--- config.mk ---
export PLATFORM = sky130hd
export DESIGN_NAME = o4smu_mul
export DESIGN_NICKNAME = d
export VERILOG_FILES = /design/src/sv/o4smu_pkg.sv /design/src/sv/o4smu_mul.sv
export SDC_FILE = /design/constraint.sdc
export NUM_CORES = 2
export LEC_CHECK = 0
export BUFFER_PORTS_ARGS = -buffer_cell sky130_fd_sc_hd__clkbuf_2
export CELL_PAD_IN_SITES_DETAIL_PLACEMENT = 0
export CELL_PAD_IN_SITES_GLOBAL_PLACEMENT = 1
export CORE_MARGIN = 2
export CORE_UTILIZATION = 54
export DETAILED_ROUTE_END_ITERATION = 6
export HOLD_SLACK_MARGIN = 0.02
export PLACE_DENSITY = 0.91
export SYNTH_ARGS = -nofsm -noshare
export SYNTH_HDL_FRONTEND = slang
export SYNTH_SLANG_ARGS = --single-unit
export TNS_END_PERCENT = 5
--- constraint.sdc ---
create_clock -name clk -period 15.4 [get_ports clk]
set_input_delay 1.54 -clock clk [delete_from_list [all_inputs] [get_ports clk]]
set_output_delay 1.54 -clock clk [all_outputs]
set_load 0.05 [all_outputs]
--- src/sv/o4smu_pkg.sv ---
// shared types and constants for the o4 site metropolis update block
// used by o4smu_mul and o4_site_metropolis_update; no dependencies
package o4smu_pkg;

    localparam int OPND_W = 50;
    localparam int RES_W  = 48;
    localparam int ACC_W  = 100;

    localparam logic [1:0] SH_24 = 2'd0;
    localparam logic [1:0] SH_26 = 2'd1;
    localparam logic [1:0] SH_28 = 2'd2;
    localparam logic [1:0] SH_0  = 2'd3;

    localparam logic [24:0] Q_ONE     = 25'd16777216;
    localparam logic [28:0] LN2_Q24   = 29'd11629080;
    localparam logic [47:0] EXP_LIMIT = 48'd290727000;
    localparam logic [3:0]  EXP_TERMS = 4'd10;

    localparam logic [1:0] OUT_DOWN   = 2'd0;
    localparam logic [1:0] OUT_UP_ACC = 2'd1;
    localparam logic [1:0] OUT_REJECT = 2'd2;

    typedef struct packed {
        logic                     start;
        logic signed [OPND_W-1:0] a;
        logic signed [OPND_W-1:0] b;
        logic [1:0]               shsel;
    } mul_req_t;

    function automatic logic signed [47:0] sat48(input logic signed [50:0] v);
        logic signed [47:0] r;
        if (v[50:47] == 4'b0000 || v[50:47] == 4'b1111)
        begin
            r = v[47:0];
        end
        else if (v[50])
        begin
            r = {1'b1, 47'd0};
        end
        else
        begin
            r = {1'b0, {47{1'b1}}};
        end
        return r;
    endfunction

    function automatic logic signed [31:0] sat32(input logic signed [48:0] v);
        logic signed [31:0] r;
        if (v[48:31] == 18'd0 || v[48:31] == {18{1'b1}})
        begin
            r = v[31:0];
        end
        else if (v[48])
        begin
            r = {1'b1, 31'd0};
        end
        else
        begin
            r = {1'b0, {31{1'b1}}};
        end
        return r;
    endfunction

    // floor(2^28 / n) for the series divisors
    function automatic logic [28:0] recip(input logic [3:0] n);
        logic [28:0] r;
        unique case (n)
            4'd1:    r = 29'd268435456;
            4'd2:    r = 29'd134217728;
            4'd3:    r = 29'd89478485;
            4'd4:    r = 29'd67108864;
            4'd5:    r = 29'd53687091;
            4'd6:    r = 29'd44739242;
            4'd7:    r = 29'd38347922;
            4'd8:    r = 29'd33554432;
            4'd9:    r = 29'd29826161;
            4'd10:   r = 29'd26843545;
            default: r = 29'd0;
        endcase
        return r;
    endfunction

endpackage

--- src/sv/o4smu_mul.sv ---
// shared multiplier: floor(a*b / 2^s) saturated to 48 bit signed
// 16 bit digit per cycle over four digits of b, then a scaling step; uses o4smu_pkg
module o4smu_mul
    import o4smu_pkg::*;
(
    input  logic                    clk,
    input  logic                    rst_n,
    input  mul_req_t                req,
    output logic                    done,
    output logic signed [RES_W-1:0] result
);

    logic              busy_reg;
    logic              fin_reg;
    logic              done_reg;
    logic [1:0]        cnt_reg;
    logic [OPND_W-1:0] mag_a_reg;
    logic [63:0]       b_reg;
    logic [ACC_W-1:0]  acc_reg;
    logic              neg_reg;
    logic [1:0]        sh_reg;
    logic signed [RES_W-1:0] result_reg;

    logic [ACC_W-1:0]  q;
    logic              rem;
    logic              over;
    logic signed [RES_W-1:0] scaled;

    always_comb
    begin
        unique case (sh_reg)
            SH_24:
            begin
                q   = acc_reg >> 24;
                rem = |acc_reg[23:0];
            end
            SH_26:
            begin
                q   = acc_reg >> 26;
                rem = |acc_reg[25:0];
            end
            SH_28:
            begin
                q   = acc_reg >> 28;
                rem = |acc_reg[27:0];
            end
            default:
            begin
                q   = acc_reg;
                rem = 1'b0;
            end
        endcase
        over = |q[ACC_W-1:47];
        if (!neg_reg)
        begin
            scaled = over ? {1'b0, {47{1'b1}}} : q[47:0];
        end
        else
        begin
            scaled = over ? {1'b1, 47'd0} : -(q[47:0] + 48'(rem));
        end
    end

    always_ff @(posedge clk or negedge rst_n)
    begin
        if (!rst_n)
        begin
            busy_reg <= 1'b0;
            fin_reg  <= 1'b0;
            done_reg <= 1'b0;
            cnt_reg  <= 2'd0;
        end
        else
        begin
            done_reg <= 1'b0;
            if (req.start && !busy_reg && !fin_reg)
            begin
                busy_reg <= 1'b1;
                cnt_reg  <= 2'd3;
            end
            else if (busy_reg)
            begin
                cnt_reg <= cnt_reg - 2'd1;
                if (cnt_reg == 2'd0)
                begin
                    busy_reg <= 1'b0;
                    fin_reg  <= 1'b1;
                end
            end
            else if (fin_reg)
            begin
                fin_reg  <= 1'b0;
                done_reg <= 1'b1;
            end
        end
    end

    always_ff @(posedge clk)
    begin
        if (req.start && !busy_reg && !fin_reg)
        begin
            mag_a_reg <= req.a[OPND_W-1] ? OPND_W'(-req.a) : OPND_W'(req.a);
            b_reg     <= {14'd0, (req.b[OPND_W-1] ? OPND_W'(-req.b) : OPND_W'(req.b))};
            neg_reg   <= req.a[OPND_W-1] ^ req.b[OPND_W-1];
            sh_reg    <= req.shsel;
            acc_reg   <= '0;
        end
        else if (busy_reg)
        begin
            acc_reg <= {acc_reg[ACC_W-17:0], 16'd0}
                       + ACC_W'({16'd0, mag_a_reg} * {50'd0, b_reg[63:48]});
            b_reg   <= {b_reg[47:0], 16'd0};
        end
        else if (fin_reg)
        begin
            result_reg <= scaled;
        end
    end

    assign done   = done_reg;
    assign result = result_reg;

endmodule

# Word-level counts from Yosys, hierarchy flattened
# Index checks and enable logic that the tools add are counted.
totals:
  reg_bits: 270
  latchBits: 0
  mem_bits_rw: 0
  mem_bits_ro: 0
  in_bits: 105
  out_inout_bits: 49
  word_cells: 57
  memories: 0
classes:
  addsub: 6
  multipliers: 1
  div: 0
  magnitude_cmp: 0
  n_eq_ne: 3
  n_shift: 0
  muxes: 19
  bitwise_logic: 3
  n_reduce_logical: 13
op_table:
  columns: ["operator", "n"]
  rows:
  - ["100-bit one-hot mux with 3 select lines", 1]
  - ["50-bit 2-to-1 mux", 3]
  - ["48-bit 2-to-1 mux", 3]
  - ["100-bit by 66-bit adder with 100-bit output", 1]
  - ["50-bit negator", 2]
  - ["50-bit by 16-bit multiplier with 66-bit output", 1]
  - ["53-bit OR reduction", 1]
  - ["49-bit 2-to-1 mux", 1]
  - ["48-bit by 1-bit adder with 48-bit output", 1]
  - ["48-bit negator", 1]
  - ["28-bit OR reduction", 1]
  - ["26-bit OR reduction", 1]
  - ["24-bit OR reduction", 1]
  - ["1-bit 2-to-1 mux", 8]
  - ["2-bit zero test", 2]
  - ["2-bit 2-to-1 mux", 2]
  - ["1-bit one-hot mux with 3 select lines", 1]
  - ["3-bit AND reduction", 1]
  - ["2-bit by 1-bit == test with 1-bit output (second input constant)", 1]
  - ["2-bit == test (second input constant)", 1]
  - ["1-bit logical AND", 2]
  - ["1-bit zero test", 2]
  - ["2-bit by 1-bit != test with 1-bit output (second input constant)", 1]
  - ["1-bit inverter", 2]
  - ["4 further kinds", 4]

# Depth between registers and ports, before layout
depth:
  word_depth: 6
  ltp_mapped: 28
  depth_no_buf: 24

# Worst setup path before layout
# OpenSTA, ideal clock, no wires.
synth_timing:
  path_type: "register to register"
  start: "reg b_reg[55]"
  end: "reg acc_reg[93]"
  setup_time_ps: 74
  t_arrival_ps: 6584
  required_time_ps: 15326
  setup_slack_ps: 8742
  path_stages_with_launch: 26
  n_path_buf: 4
  synth_period_minus_slack_ps: 6658
  path_cell_list: "dfxtp_1 clkbuf_1 clkbuf_1 nand2_1 fa_1 inv_1 fa_1 fa_1 fa_1 fa_1 inv_1 fa_1 inv_1 ha_1 clkbuf_1 o211ai_1 a211oi_1 o2111ai_1 a311oi_1 nor3b_1 o31ai_1 o211ai_1 clkbuf_1 nand4_1 xor2_1 o21ai_0"
synth_via:
  elab_chain_cells: 2
synth_rtl:
  columns: ["element", "line_no", "rtl"]
  rows:
  - ["start: declaration", "o4smu_mul.sv:18", "logic [63:0] b_reg;"]
  - ["start signal: assignment", "o4smu_mul.sv:103", "b_reg <= {14'd0, (req.b[OPND_W-1] ? OPND_W'(-req.b) : OPND_W'(req.b))};"]
  - ["start signal: assignment", "o4smu_mul.sv:112", "b_reg <= {b_reg[47:0], 16'd0};"]
  - ["50-bit by 16-bit multiplier with 66-bit output", "o4smu_mul.sv:111", "+ ACC_W'({16'd0, mag_a_reg} * {50'd0, b_reg[63:48]});"]
  - ["100-bit by 66-bit adder with 100-bit output", "o4smu_mul.sv:111", null]
  - ["end signal: assignment", "o4smu_mul.sv:110", "acc_reg <= {acc_reg[ACC_W-17:0], 16'd0}"]
  - ["end: declaration", "o4smu_mul.sv:19", "logic [ACC_W-1:0] acc_reg;"]
# No other way between the ends.
# A chain may end at the register's enable or synchronous reset.

# Final worst setup path
layout_timing:
  start: "reg b_reg[55]"
  end: "reg acc_reg[82]"
# The elaborated chain is that of the path after synthesis.

==> flow_summary.yaml <==
place:
  place.gp.congestion: 0.962
  post_dp_hpwl_um: 92900
  place.port_buffers: 153
  preCtsSetupSlack_ns: 7.29
layout:
  largest_register_ffs: 100
  num_antenna_cells: 0
  final_common_cell: "sky130_fd_sc_hd__inv_1"
  syn_to_final_growth_pct: 5.64
  final_layout_size_suffix_gt1_share_pct: 6.92
  n_fill_cell: 7109
  final_nets: 5820
  layout.cells.most_common_list: "sky130_fd_sc_hd__inv_1, sky130_fd_sc_hd__nand2_1, sky130_fd_sc_hd__fa_1"
synthesis:
  avgSynthCellArea_um2: 8.85
  synth_ff_type: "sky130_fd_sc_hd__edfxtp_1"
  synth_cell_types: 79
  asyncSetResetFlopFracSynth_pct: 1.85
  ys_seq_elements: 270
  synth.cell_area_um2: 42900
  synth_enable_flop_cells: 151
  count_of_synthesis_stage_warnings_from_yosys: 0
  synth-seq-area-share_pct: 16.2
  syn_nets: 5875
  post_synth_inst_count: 4845
sta:
  final.period_utilization_pct: 53.3
  maxSlewViolCount: 0
  tns_ns: 0
  grt_setup_unrepaired: "false"
  timing.hold.ws_ns: 0.456
  final.setup_skew_ns: 0.0413
  maxSlewHeadroom_pct: 22.8
  finalHoldViolations: 0
  timing.final.setup_violations: 0
  fmax_mhz: 122
  slew_at_the_pin_with_the_worst_max_slew_slack_ns: 1.13
  setup_ws_ns: 7.18
  final_period_minus_worst_setup_slack_ns: 8.22
cts:
  ctsResizeCount: 0
  clock_sinks: 270
  cts_post_setup_buffers_inserted: 0
  clkLatencyLatePin_ns: 0.59
  cts_made_buffers: 35
  cts_tree: "done"
  cts_max_level: 2
  cts_hold_repair.buffers: 0
  cts-root-buf: "sky130_fd_sc_hd__clkbuf_16"
  clkTransAtPathRegs_ns: 0.06
  clockBufferDepth: 3
worst_setup_path:
  cpMostUsedCell: "sky130_fd_sc_hd__fa_1"
  critPathCapture: "acc_reg[82]$_SDFFE_PP0P_"
  crit_required_ns: 15.80
  critPathKind: "register to register"
  crit_path_top_delay_cell: "sky130_fd_sc_hd__a21oi_1"
  worst_ep_arrival_time_ns: 8.62
  critPathLaunchType: "register"
  timing.rr.start: "b_reg[55]$_SDFFE_PP0P_"
  crit_family: "adder cells"
  setup.worst_path.start: "b_reg[55]$_SDFFE_PP0P_"
  setup.worst_path.end_class: "register"
  cpPeakStageDelay_ns: 0.91
  cp.depth: 22
  critical_path.max_fanout: 45
  worst-r2r-cell-count: 22
  cp_num_buf_inv: 4
  r2r_setup_slack_ns: 7.18
  timing.critical_path.cells: "buf_4 > nand2_1 > fa_1 > inv_1 > fa_1 > inv_1 > fa_1 > inv_1 > fa_1 > fa_1 > fa_1 > ha_1 > a21oi_1 > o211ai_1 > a221oi_1 > a211oi_1 > o311ai_0 > nand3_1 > a21oi_1 > nor3_1 > xnor2_1 > o22ai_1"
  reg2reg_to: "acc_reg[82]$_SDFFE_PP0P_"
floorplanning:
  site_row_count: 103
  i_o_pin_count: 154
  fp.coreArea_um2: 78700
  dieWidth_um: 286
  dieArea_um2: 81700
  floorplan.initialDensity_pct: 54.5
  fp.dieH_um: 286
outcome:
  status: "finished clean"
drt:
  detailedRoute.firstPassIterationCount: 6
  drc_errors: 0
  routed_wire_length_on_met2_um: 56100
  wl_per_cell_um: 20.2
  number_of_drc_markers_in_iteration_0: 2744
  route.top_layer_used: "met5"
  met1_length_um: 50200
  route.vias.total: 33637
  routed_wl_um: 118000
  post_drt_via_cell_ratio: 5.74
  ant_nets: 0
  wl_met3_um: 8210
job:
  number_of_max_cap_violations: 0
global_route:
  grt_pass1_vias: 34745
  initial_antenna_violation_count: 3
  grt_util_all_layers_pct: 29.7
  grt_start_max_net_pins: 86
  grt_first_pass_wirelength_um: 191000
  grt_overflow: 0
worst_hold_path:
  min-delay-path-class: "register to register"
[how the worst min path moves through the flow]
stage                                     to  depth (start not counted)  slack [ns]                      from
detailed placement  acc_reg[86]$_SDFFE_PP0P_                          2        0.45  acc_reg[86]$_SDFFE_PP0P_
finish              acc_reg[90]$_SDFFE_PP0P_                          2        0.46  acc_reg[90]$_SDFFE_PP0P_
global placement    acc_reg[90]$_SDFFE_PP0P_                          2        0.44  acc_reg[90]$_SDFFE_PP0P_
global route        acc_reg[96]$_SDFFE_PP0P_                          2        0.49  acc_reg[96]$_SDFFE_PP0P_
CTS                 acc_reg[86]$_SDFFE_PP0P_                          2        0.46  acc_reg[86]$_SDFFE_PP0P_
floorplan           acc_reg[90]$_SDFFE_PP0P_                          2        0.43  acc_reg[90]$_SDFFE_PP0P_
[routing by layer]
layer / GRT usage, % / up-vias
met1: 41.2 / 17012
li1: - / 15159
met3: 4.07 / 197
met2: 48.8 / 1267
met5: 0 / -
met4: 8.63 / 2
[stage by stage]
step	std cells	area [um^2]	utilization, %
2_1_floorplan	4845	42900	-
3_3_place_gp	5803	44200	56.1
3_5_place_dp	5803	44200	56.1
4_1_cts	5865	45300	57.5
5_1_grt	5865	45300	57.5
6_report	5865	45300	57.5
[final cells by class]
type | count | area (um^2) | share of cell area [%]
clock buffers | 46 | 948 | 2.09
clock inverters | 16 | 150 | 0.331
inverters | 940 | 3530 | 7.79
multi-input cells | 3356 | 31400 | 69.3
flip-flops and latches | 270 | 6950 | 15.3
well taps | 1050 | 1310 | 2.90
repair buffers | 187 | 1020 | 2.25
[cells by family (layout without fill, tap and decap cells)]
family / count (synthesis) / count (layout) / synth area share [%]
flip-flops: 270 / 270 / 16.2
XOR/XNOR: 228 / 228 / 4.66
buffers and inverters: 1219 / 1189 / 10.7
multiplexers: 50 / 50 / 2.57
AND/OR/NAND/NOR: 1444 / 1444 / 15.9
AO/OA/AOI/OAI: 709 / 709 / 10.4
adder cells (fa/ha/maj): 925 / 925 / 39.6
[Yosys cell counts, types with 13 or more instances]
library cell               instances  area share (%)
sky130_fd_sc_hd__or4_1            13            0.23
sky130_fd_sc_hd__nor4_1           26            0.38
sky130_fd_sc_hd__xnor2_1         122             2.5
sky130_fd_sc_hd__xor2_1          106             2.2
sky130_fd_sc_hd__a22o_1           23            0.47
sky130_fd_sc_hd__nor2_1          153             1.3
sky130_fd_sc_hd__o21a_1           21            0.37
sky130_fd_sc_hd__nand3_1          41            0.48
sky130_fd_sc_hd__fa_1            720              34
sky130_fd_sc_hd__inv_1           938             8.2
sky130_fd_sc_hd__o41ai_1          17            0.35
sky130_fd_sc_hd__o22ai_1          76             1.1
sky130_fd_sc_hd__nand2_1         739             6.5
sky130_fd_sc_hd__a21o_1           57             1.0
sky130_fd_sc_hd__and3_1           16            0.23
sky130_fd_sc_hd__nand4_1          53            0.77
sky130_fd_sc_hd__a21oi_1         148             1.7
sky130_fd_sc_hd__o21ai_0         206             2.4
sky130_fd_sc_hd__nand2b_1         14            0.20
sky130_fd_sc_hd__dfxtp_1         114             5.3
sky130_fd_sc_hd__o31ai_1          36            0.63
sky130_fd_sc_hd__o21bai_1         23            0.40
sky130_fd_sc_hd__mux4_2           48             2.5
sky130_fd_sc_hd__ha_1            205             6.0
sky130_fd_sc_hd__a31oi_1          20            0.29
sky130_fd_sc_hd__or3_1            17            0.25
sky130_fd_sc_hd__clkbuf_1        269             2.4
sky130_fd_sc_hd__and2_1          289             4.2
sky130_fd_sc_hd__edfxtp_1        151              11
sky130_fd_sc_hd__nor3_1           33            0.39
[tightest hold or removal path, cell delays in order (launching register included)]
cell and delay, ns:
sky130_fd_sc_hd__dfxtp_1 0.32, sky130_fd_sc_hd__nand2_1 0.04, sky130_fd_sc_hd__o21ai_0 0.06
Power is left out: the tool's default activity adds up to more than one toggle a clock period on the data nets, which glitch-free logic cannot reach.
